## src/hw/rtl/sgf_pkg.sv

```systemverilog
// Shared types, constants and helpers for the separable Gaussian filter.
// Used by sgf_ctrl, sgf_datapath, separable_gaussian_filter_top and the testbench; no dependencies.
package sgf_pkg;

	// Default build sizes.
	localparam int MAX_RADIUS_DEF = 3;
	localparam int MAX_WIDTH_DEF  = 1024;
	localparam int MAX_HEIGHT_DEF = 1024;

	// Configuration port shape.
	localparam int CFG_DATA_W = 64;
	localparam int CFG_IDX_W  = 3;

	// Register indexes on the configuration port.
	typedef enum logic [CFG_IDX_W-1:0] {
		REG_RADIUS,
		REG_EDGE_MODE,
		REG_IMAGE_WIDTH,
		REG_IMAGE_HEIGHT,
		REG_ROW_LO,
		REG_ROW_HI,
		REG_COL_LO,
		REG_COL_HI
	} cfg_reg_t;

	// Boundary handling codes; any other code behaves as zero padding.
	localparam logic [1:0] MODE_ZERO   = 2'd0;
	localparam logic [1:0] MODE_MIRROR = 2'd1;
	localparam logic [1:0] MODE_ADJUST = 2'd2;

	// Input item kinds.
	localparam logic REQ_PIXEL = 1'b0;
	localparam logic REQ_FLUSH = 1'b1;

	// Reset values of the weight registers: taps {17963, 29610, 17963}.
	localparam logic [63:0] WEIGHTS_LO_RST = 64'd77152438076971;
	localparam logic [47:0] WEIGHTS_HI_RST = 48'd0;

	typedef enum logic [2:0] {
		ST_IDLE,
		ST_CHECK,
		ST_TAPS,
		ST_DRAIN,
		ST_DIVIDE,
		ST_FINISH
	} sgf_state_t;

	// Commands from the controller to the datapath.
	typedef struct packed {
		logic take;
		logic restart;
		logic start_taps;
		logic tap_issue;
		logic div_load;
		logic div_step;
		logic finish;
	} sgf_cmd_t;

	// Status from the datapath to the controller.
	typedef struct packed {
		logic due;
		logic stale;
		logic last_tap;
		logic pipe_busy;
		logic adjust;
		logic div_last;
		logic out_free;
	} sgf_status_t;

	// Q0.16 weight of tap k from a low word (taps 0..3) and a high word (taps 4..6).
	function automatic logic [15:0] tap_weight(input logic [63:0] lo, input logic [47:0] hi,
			input logic [3:0] k);
		logic [15:0] w;
		begin
			w = 16'd0;
			if (k < 4'd4)
				w = lo[16*k[1:0] +: 16];
			else if (k < 4'd7)
				w = hi[16*(k[1:0] - 2'd0) +: 16];
			return w;
		end
	endfunction

endpackage

```

## src/hw/rtl/sgf_ctrl.sv

```systemverilog
// Sequencing state machine of the separable Gaussian filter.
// Depends on sgf_pkg; drives sgf_datapath through sgf_cmd_t.
module sgf_ctrl import sgf_pkg::*; (
	input  logic        clk,
	input  logic        arst_n,
	input  logic        s_tvalid,
	output logic        s_tready,
	input  sgf_status_t status,
	output sgf_cmd_t    cmd
);

	sgf_state_t state_q, state_d;

	// State register.
	always_ff @(posedge clk or negedge arst_n) begin
		if (!arst_n)
			state_q <= ST_IDLE;
		else
			state_q <= state_d;
	end

	// Next state and commands.
	always_comb begin
		state_d  = state_q;
		cmd      = '0;
		s_tready = 1'b0;
		case (state_q)
			ST_IDLE: begin
				s_tready = 1'b1;
				if (s_tvalid) begin
					cmd.take = 1'b1;
					state_d  = ST_CHECK;
				end
			end
			ST_CHECK: begin
				if (status.stale) begin
					cmd.restart = 1'b1;
					state_d     = ST_IDLE;
				end else if (status.due) begin
					cmd.start_taps = 1'b1;
					state_d        = ST_TAPS;
				end else begin
					state_d = ST_IDLE;
				end
			end
			ST_TAPS: begin
				cmd.tap_issue = 1'b1;
				if (status.last_tap)
					state_d = ST_DRAIN;
			end
			ST_DRAIN: begin
				if (!status.pipe_busy) begin
					if (status.adjust) begin
						cmd.div_load = 1'b1;
						state_d      = ST_DIVIDE;
					end else begin
						state_d = ST_FINISH;
					end
				end
			end
			ST_DIVIDE: begin
				cmd.div_step = 1'b1;
				if (status.div_last)
					state_d = ST_FINISH;
			end
			ST_FINISH: begin
				if (status.out_free) begin
					cmd.finish = 1'b1;
					state_d    = ST_IDLE;
				end
			end
			default: state_d = ST_IDLE;
		endcase
	end

endmodule

```

## config.mk

```make
export PLATFORM = sky130hd
export DESIGN_NAME = sgf_ctrl
export DESIGN_NICKNAME = d
export VERILOG_FILES = /design/src/hw/rtl/sgf_pkg.sv /design/src/hw/rtl/sgf_ctrl.sv
export SDC_FILE = /design/constraint.sdc
export NUM_CORES = 1
export LEC_CHECK = 0
export ABC_AREA = 1
export BUFFER_PORTS_ARGS = -buffer_cell sky130_fd_sc_hd__buf_2
export CORE_AREA = 2 2 39 41
export CTS_BUF_LIST = sky130_fd_sc_hd__clkbuf_2
export DETAILED_ROUTE_END_ITERATION = 10
export DIE_AREA = 0 0 41 43
export GPL_TIMING_DRIVEN = 0
export PLACE_DENSITY = 0.54
export SLEW_MARGIN = 20
export SYNTH_ARGS = -nofsm -noshare
export SYNTH_HDL_FRONTEND = slang
export SYNTH_SLANG_ARGS = --single-unit
```

## constraint.sdc

```tcl
create_clock -name clk -period 2.3 [get_ports clk]
set_input_delay 0.345 -clock clk [delete_from_list [all_inputs] [get_ports clk]]
set_output_delay 0.345 -clock clk [all_outputs]
set_load 0.03 [all_outputs]
```

## Word level (Yosys, flattened, before mapping)

Cells that the tools add are included.

- Equality and inequality tests: 10
- Mux-type cells: 23
- Reductions and logical operators: 2

Operator list:

| kind | number |
|---|---|
| 3-bit two-way mux | 6 |
| 3-bit case mux with 6 select lines | 1 |
| 1-bit two-way mux | 14 |
| 2-bit != test (second input constant) | 5 |
| 3-bit by 2-bit == test with 1-bit output (second input constant) | 2 |
| 3-bit == test (second input constant) | 2 |
| 5-bit AND reduction | 1 |
| 2-bit two-way mux | 2 |
| 3-bit by 1-bit == test with 1-bit output (second input constant) | 1 |
| 3-bit logical NOT | 1 |

- Register bits after elaboration: 3
- Input bits: 10
- Output and inout port bits: 8
- Word-level logic and storage cells: 36

## Logic depth before layout (Yosys ltp)

Gate-level depths: netlist of the first run.

- Depth in word-level cells: 3
- Depth in mapped cells: 8
- Gate-level depth less buffers: 7

## Worst setup path before layout of the first run

No wires, ideal clock.

- Path type: reg2out
- Start point: reg state_q[1]
- End point: out cmd[0] (netlist bit)
- Arrival: 1505 ps
- Path slack: 450 ps
- Stages on the path, launching flop included: 3
- Buffers on the path: 1
- Cells stage by stage: dfrtp_1 buf_4 nor4_1

RTL lines:

| what | RTL line | text |
|---|---|---|
| start: declaration | sgf_ctrl.sv:12 | `sgf_state_t state_q, state_d;` |
| start signal: assignment | sgf_ctrl.sv:19 | `state_q <= state_d;` |
| end: declaration | sgf_ctrl.sv:9 | `output sgf_cmd_t cmd` |

==> flow_metrics.env, run 1 <==
export IMPL_first_pass_grt_wire_length_um=1100
export IMPL_synth_yosys_warnings=0
export IMPL_core_area_sq_mm=0.00138
export IMPL_total_leakage_power_nw=0.318
export IMPL_cts_max_path_buffers=2
export IMPL_max_freq_mhz=617
export IMPL_crit_path_start_kind="register"
export IMPL_regArea_sq_um=75.1
export IMPL_wl_um=724
export IMPL_via_count=387
export IMPL_seq_area_frac_synth=0.231
export IMPL_drt_drc_violations_left=0
export IMPL_hold_violation_count_in_the_final_report=0
export IMPL_cts_clk_slew_worst_paths_ns=0.05
export IMPL_n_antenna_cell=0
export IMPL_postSynthRegisterBits=3
export IMPL_die_h_um=43
export IMPL_ios=18
export IMPL_synth_top_cells_by_area="dfrtp_1 (23%), nand2_1 (15%), inv_1 (13%)"
export IMPL_cts_resized=0
export IMPL_worst_skew_pair_late_latency_ns=0.20
export IMPL_ir_worst_vdd_v=0.000302
export IMPL_die_area_sq_mm=0.00176
export IMPL_setup_viol=0
export IMPL_worst_path_max_fanout=9
export IMPL_number_of_cts_inserted_buffers=3
export IMPL_routed_wire_length_per_instance_um=8.04
export IMPL_gpl_final_weighted_congestion=0.763
export IMPL_fillerInstances=162
export IMPL_synth_net_count=62
export IMPL_finish_net_count=85
export IMPL_setup_tns_ns=0
export IMPL_critical_path_buf_inv_count=3
export IMPL_final_layout_size_suffix_gt1_frac=0.419
export IMPL_grt_total_usage=0.0903
export IMPL_timing_critical_path_max_delay_family="flip-flops"
export IMPL_root_buffer="clkbuf_2"
export IMPL_top_regs="state_q: 3 flops"
export IMPL_multi_input_combinational_cell_area_sq_um=183
export IMPL_slew_limit_fails=0
export IMPL_initial_utilization=0.235
export IMPL_dp_worst_setup_slack_ns=0.906
export IMPL_syn_to_final_growth_pct=41.5
export IMPL_first_global_vias=322
export IMPL_detail_route_first_pass_iterations=3
export IMPL_clock_skew_ns=0.0103
export IMPL_status="complete, no violations"
export IMPL_crit_path_top_delay_cell="dfrtp_1"
export IMPL_cts_repair_timing_setup_buffer_count=0
export IMPL_largest_reg_flops=3
export IMPL_final_min_period_over_clock_period=0.705
export IMPL_netlist_area_leader_share=0.231
export IMPL_drt_iter0_markers=6
export IMPL_grt_setup_unrepaired="false"
export IMPL_cts_tree="yes"
export IMPL_globalRoute_totalOverflow=0
export IMPL_timing_critical_path_cells="inv_2, nand2_1, nor2_1, nand3_1, inv_1, buf_2"
export IMPL_p_per_area_mw_per_mm2=1120
export IMPL_worst_hold_slack_ns=0.460
export IMPL_synthCells=52
export IMPL_critical_path_class="reg2out"
export IMPL_cts_sinks=3
export IMPL_post_synth_cell_area_avg_sq_um=6.26
export IMPL_worst_path_largest_cell_delay_ns=0.42
export IMPL_endpoint_kind="output port"
export IMPL_initial_antenna_violation_count=0
export IMPL_final_period_minus_worst_setup_slack_ns=1.62
export IMPL_stdcell_count=90
export IMPL_cell_area_after_technology_mapping_sq_um=325
export IMPL_std_cell_rows=14
export IMPL_cts_htree_levels=1
export IMPL_post_layout_total_power_uw=517
export IMPL_synth_largest_area_cell="dfrtp_1"
export IMPL_relSlewSlack=0.843
export IMPL_grt_start_max_net_pins=10
export IMPL_cp_data_arrival_time_ns=1.28
export IMPL_via_per_inst=4.30
export IMPL_detail_route_antenna_nets=0
export IMPL_drv_max_cap_violation_count=0
export IMPL_dpl_cell_count=85
export IMPL_buffer_ports_inserted=17
export IMPL_worstPathRequired_ns=1.96
export IMPL_fp_dieW_um=41
export IMPL_holdCritPathClass="in2async"
export IMPL_hpwlAfterDp_um=613
export IMPL_worst_slew_pin_slew_ns=0.233
export IMPL_post_route_worst_setup_slack_ns=0.679
export IMPL_post_synth_num_cell_types=17
export IMPL_cts_hold_buffers_added=1
export IMPL_registers_top_by_ff_count="state_q"
==> synthesized netlist by cell type <==
master    count
and2_1        1
nor2_4        1
nor3_1        2
nand2_1      13
buf_4         1
nor2_2        2
o21bai_1      1
nor2_1        2
and2_2        1
nand4_1       4
buf_6         1
nand3_2       2
inv_1        11
inv_2         2
nand3_1       4
dfrtp_1       3
nor4_1        1
==> final timing paths <==
path	start	endpoint	slack, ns	cells past startpoint
max in group asynchronous	arst_n	state_q[1]	1.72	2
worst max register to register	state_q[2]	state_q[0]	1.20	6
min in group clk	status[6]	state_q[1]	0.51	5
worst max-delay path	state_q[2]	cmd[4]	0.68	6
worst min register to register	state_q[2]	state_q[2]	0.73	4
worst min-delay path	arst_n	state_q[2]	0.46	2
==> area by class of cell <==
cell class / count / share of cell area
clock buffers: 4 / 0.0435
multi-input cells: 34 / 0.397
repair buffers: 18 / 0.207
inverters: 13 / 0.106
flip-flops and latches: 3 / 0.163
plain buffers: 2 / 0.0408
well taps: 16 / 0.0435
==> layer usage <==
layer | vias to the layer above | wire length, um | global-route usage
met5 | - | 0 | 0
met4 | 0 | 0 | 0.0400
met3 | 0 | 41 | 0.0314
met2 | 12 | 332 | 0.138
met1 | 169 | 350 | 0.109
li1 | 206 | - | -
==> report_power, final <==
part / switching (mW) / total (mW) / internal (mW)
clock network: 0.0264 / 0.0723 / 0.0459
registers: 0.0108 / 0.0841 / 0.0733
logic: 0.234 / 0.360 / 0.126
==> through the flow <==
stage | instance area (sq um) | util
6_report | 460 | 0.333
5_1_grt | 460 | 0.333
4_1_cts | 460 | 0.333
3_5_place_dp | 430 | 0.311
3_3_place_gp | 430 | 0.311
2_1_floorplan | 325 | -
==> cells by family (layout without fill, tap and decap cells) <==
logic type	Yosys count	count (layout)	share of synthesized area
DFF	3	3	0.231
buffers and inverters	15	37	0.208
and+or+nand+nor	33	33	0.538
AOI/OAI and AO/OA	1	1	0.0231
==> cell usage in the layout (no fill, tap or decap), drive strengths merged <==
cell type / count
dlygate4sd3: 1
o21bai: 1
nand4: 4
nand2: 13
clkbuf: 4
buf: 19
and2: 2
nor3: 2
nand3: 6
nor2: 5
inv: 13
dfrtp: 3
nor4: 1
Note: power is estimated with default switching activity, not from simulation.
==> run 2: changes to the inputs <==
==> constraint.sdc (replaced) <==
create_clock -name clk -period 1.53 [get_ports clk]
set_input_delay 0.2295 -clock clk [delete_from_list [all_inputs] [get_ports clk]]
set_output_delay 0.2295 -clock clk [all_outputs]
set_load 0.03 [all_outputs]
==> run 2 against run 1 <==
  * Sequential power increased by 53%
  * Die area unchanged
  * Clock skew decreased by 0.0061 ns
  * Sequential share of layout area decreased by 0.78 points
  * Routed wire length increased by 4.1%
  * Combinational power increased by 60%
  * Total power increased by 57%
  * Worst hold slack got worse by 0.11 ns
  * Design area increased by 6.8%
  * Via count decreased by 1.0%
  * Cell count increased by 2.2%
  * Critical path type unchanged
==> flow_metrics.env, run 2 (synthesized netlist as in run 1, its figures left out) <==
export IMPL_status="complete, no violations"
export IMPL_placement_cell_area_sq_um=437
export IMPL_crit_path_start_kind="register"
export IMPL_die_area_sq_mm=0.00176
export IMPL_core_area_sq_mm=0.00138
export IMPL_detail_route_first_pass_iterations=3
export IMPL_cts_tree="yes"
export IMPL_mostFrequentLayoutCells="buf_2 (16), nand2_1 (13), inv_1 (11)"
export IMPL_number_of_cts_inserted_buffers=3
export IMPL_final_period_minus_worst_setup_slack_ns=1.45
export IMPL_post_layout_total_power_uw=813
export IMPL_worst_slew_pin_slew_ns=0.173
export IMPL_root_buffer="clkbuf_2"
export IMPL_critical_path_endpoint="cmd[6]"
export IMPL_syn_to_final_growth_pct=51.2
export IMPL_hold_violation_count_in_the_final_report=0
export IMPL_finish_net_count=87
export IMPL_via_count=383
export IMPL_ios=18
export IMPL_slew_limit_fails=0
export IMPL_worstPathRequired_ns=1.30
export IMPL_routed_wire_length_per_instance_um=8.20
export IMPL_gpl_final_weighted_congestion=0.727
export IMPL_most_common_cell_after_layout_fill_and_taps_aside="buf_2"
export IMPL_endpoint_kind="output port"
export IMPL_cp_data_arrival_time_ns=1.22
export IMPL_drt_iter0_markers=10
export IMPL_cts_clk_slew_worst_paths_ns=0.04
export IMPL_buffer_ports_inserted=17
export IMPL_rrSetupSlack_ns=0.40
export IMPL_clock_skew_ns=0.00418
export IMPL_max_freq_mhz=691
export IMPL_first_pass_grt_wire_length_um=1130
export IMPL_via_per_inst=4.16
export IMPL_final_min_period_over_clock_period=0.946
export IMPL_final_layout_size_suffix_gt1_frac=0.461
export IMPL_die_h_um=43
export IMPL_ir_worst_vdd_v=0.000418
export IMPL_initial_antenna_violation_count=0
export IMPL_std_cell_rows=14
export IMPL_cts_sinks=3
export IMPL_cts_max_path_buffers=2
export IMPL_setup_viol=0
export IMPL_first_global_vias=314
export IMPL_worst_path_max_fanout=8
export IMPL_crit_path_start="state_q[0]"
export IMPL_cts_htree_levels=1
export IMPL_detail_route_antenna_nets=0
export IMPL_n_antenna_cell=0
export IMPL_critical_path_class="reg2out"
export IMPL_registers_top_by_ff_count="state_q"
export IMPL_holdCritPathClass="in2async"
export IMPL_total_leakage_power_nw=0.327
export IMPL_grt_total_usage=0.0937
export IMPL_globalRoute_totalOverflow=0
export IMPL_initial_utilization=0.235
export IMPL_drt_drc_violations_left=0
export IMPL_worst_skew_pair_late_latency_ns=0.20
export IMPL_hpwlAfterDp_um=597
export IMPL_relSlewSlack=0.884
export IMPL_worst_r2r_cell_count=8
export IMPL_largest_reg_flops=3
export IMPL_stdcell_area_sq_um=492
export IMPL_r2r_start="state_q[2]"
export IMPL_post_route_utilization=0.355
export IMPL_r2r_end="state_q[1]"
export IMPL_p_per_area_mw_per_mm2=1650
export IMPL_top_regs="state_q: 3 flops"
export IMPL_drv_max_cap_violation_count=0
export IMPL_wl_um=754
export IMPL_fp_dieW_um=41
export IMPL_grt_start_max_net_pins=10
-- run 2: cell types whose count changed in the layout (fill, tap and decap cells not counted) --
| cell | change |
|---|---|
| dfrtp_2 | +1 |
| inv_2 | -1 |
| buf_6 | +1 |
| buf_2 | -1 |
| nor4_1 | -1 |
| inv_4 | +1 |
| nor4_2 | +1 |
| buf_4 | +2 |
| dfrtp_1 | -1 |
-- run 2: timing repair --
item                       in CTS  in global routing
hold endpoints to repair        3                  0
hold buffers                    1                  0
setup endpoints to repair       0                  3
buffers inserted                0                  2
resized for setup               0                  5
-- run 2: routing by layer --
| metal | wire length [um] | track usage | up-vias | part of all wire |
|---|---|---|---|---|
| met5 | 0 | 0 | - | 0 |
| met4 | 9 | 0.0600 | 0 | 0.012 |
| met3 | 67 | 0.0157 | 2 | 0.089 |
| met2 | 341 | 0.125 | 16 | 0.45 |
| met1 | 335 | 0.133 | 153 | 0.44 |
| li1 | - | - | 212 | - |
-- run 2: through the flow --
stage | worst slack [ns] | TNS (ns) | instances | hold WS (ns)
CTS | 0.0142 | 0 | 90 | 0.350
finish | 0.0824 | 0 | 92 | 0.349
detailed placement | 0.239 | 0 | 85 | 0.0245
floorplan | 0.0230 | 0 | 52 | -0.0661
global route | -0.000909 | -0.000909 | 92 | 0.363
global placement | 0.242 | 0 | 85 | 0.0251
-- run 2: cell type report --
| class | instances | area [sq um] |
|---|---|---|
| flip-flops and latches | 3 | 76.3 |
| inverters | 13 | 51.3 |
| well taps | 16 | 20.0 |
| plain buffers | 2 | 18.8 |
| fillers | 141 | 892 |
| clock buffers | 4 | 20.0 |
| repair buffers | 20 | 116 |
| multi-input cells | 34 | 189 |
-- run 2: critical path, stage by stage (launching register included) --
cell     delay [ns]
dfrtp_1        0.36
buf_6          0.14
nor2_4         0.12
nand2_1        0.11
nor2_1         0.09
buf_2          0.20
-- run 2: power breakdown --
group / switching, mW / total [mW] / internal, mW
Clock: 0.0393 / 0.108 / 0.0689
Combinational: 0.365 / 0.575 / 0.210
Sequential: 0.0181 / 0.129 / 0.111
-- run 2: how the worst min path moves through the flow --
| stage | start | to | cells after the start |
|---|---|---|---|
| after floorplan | arst_n | state_q[0] | 0 |
| after global placement | arst_n | state_q[2] | 1 |
| after detailed placement | arst_n | state_q[0] | 1 |
| after CTS | arst_n | state_q[2] | 2 |
| after global routing | arst_n | state_q[1] | 2 |
| final | arst_n | state_q[1] | 2 |
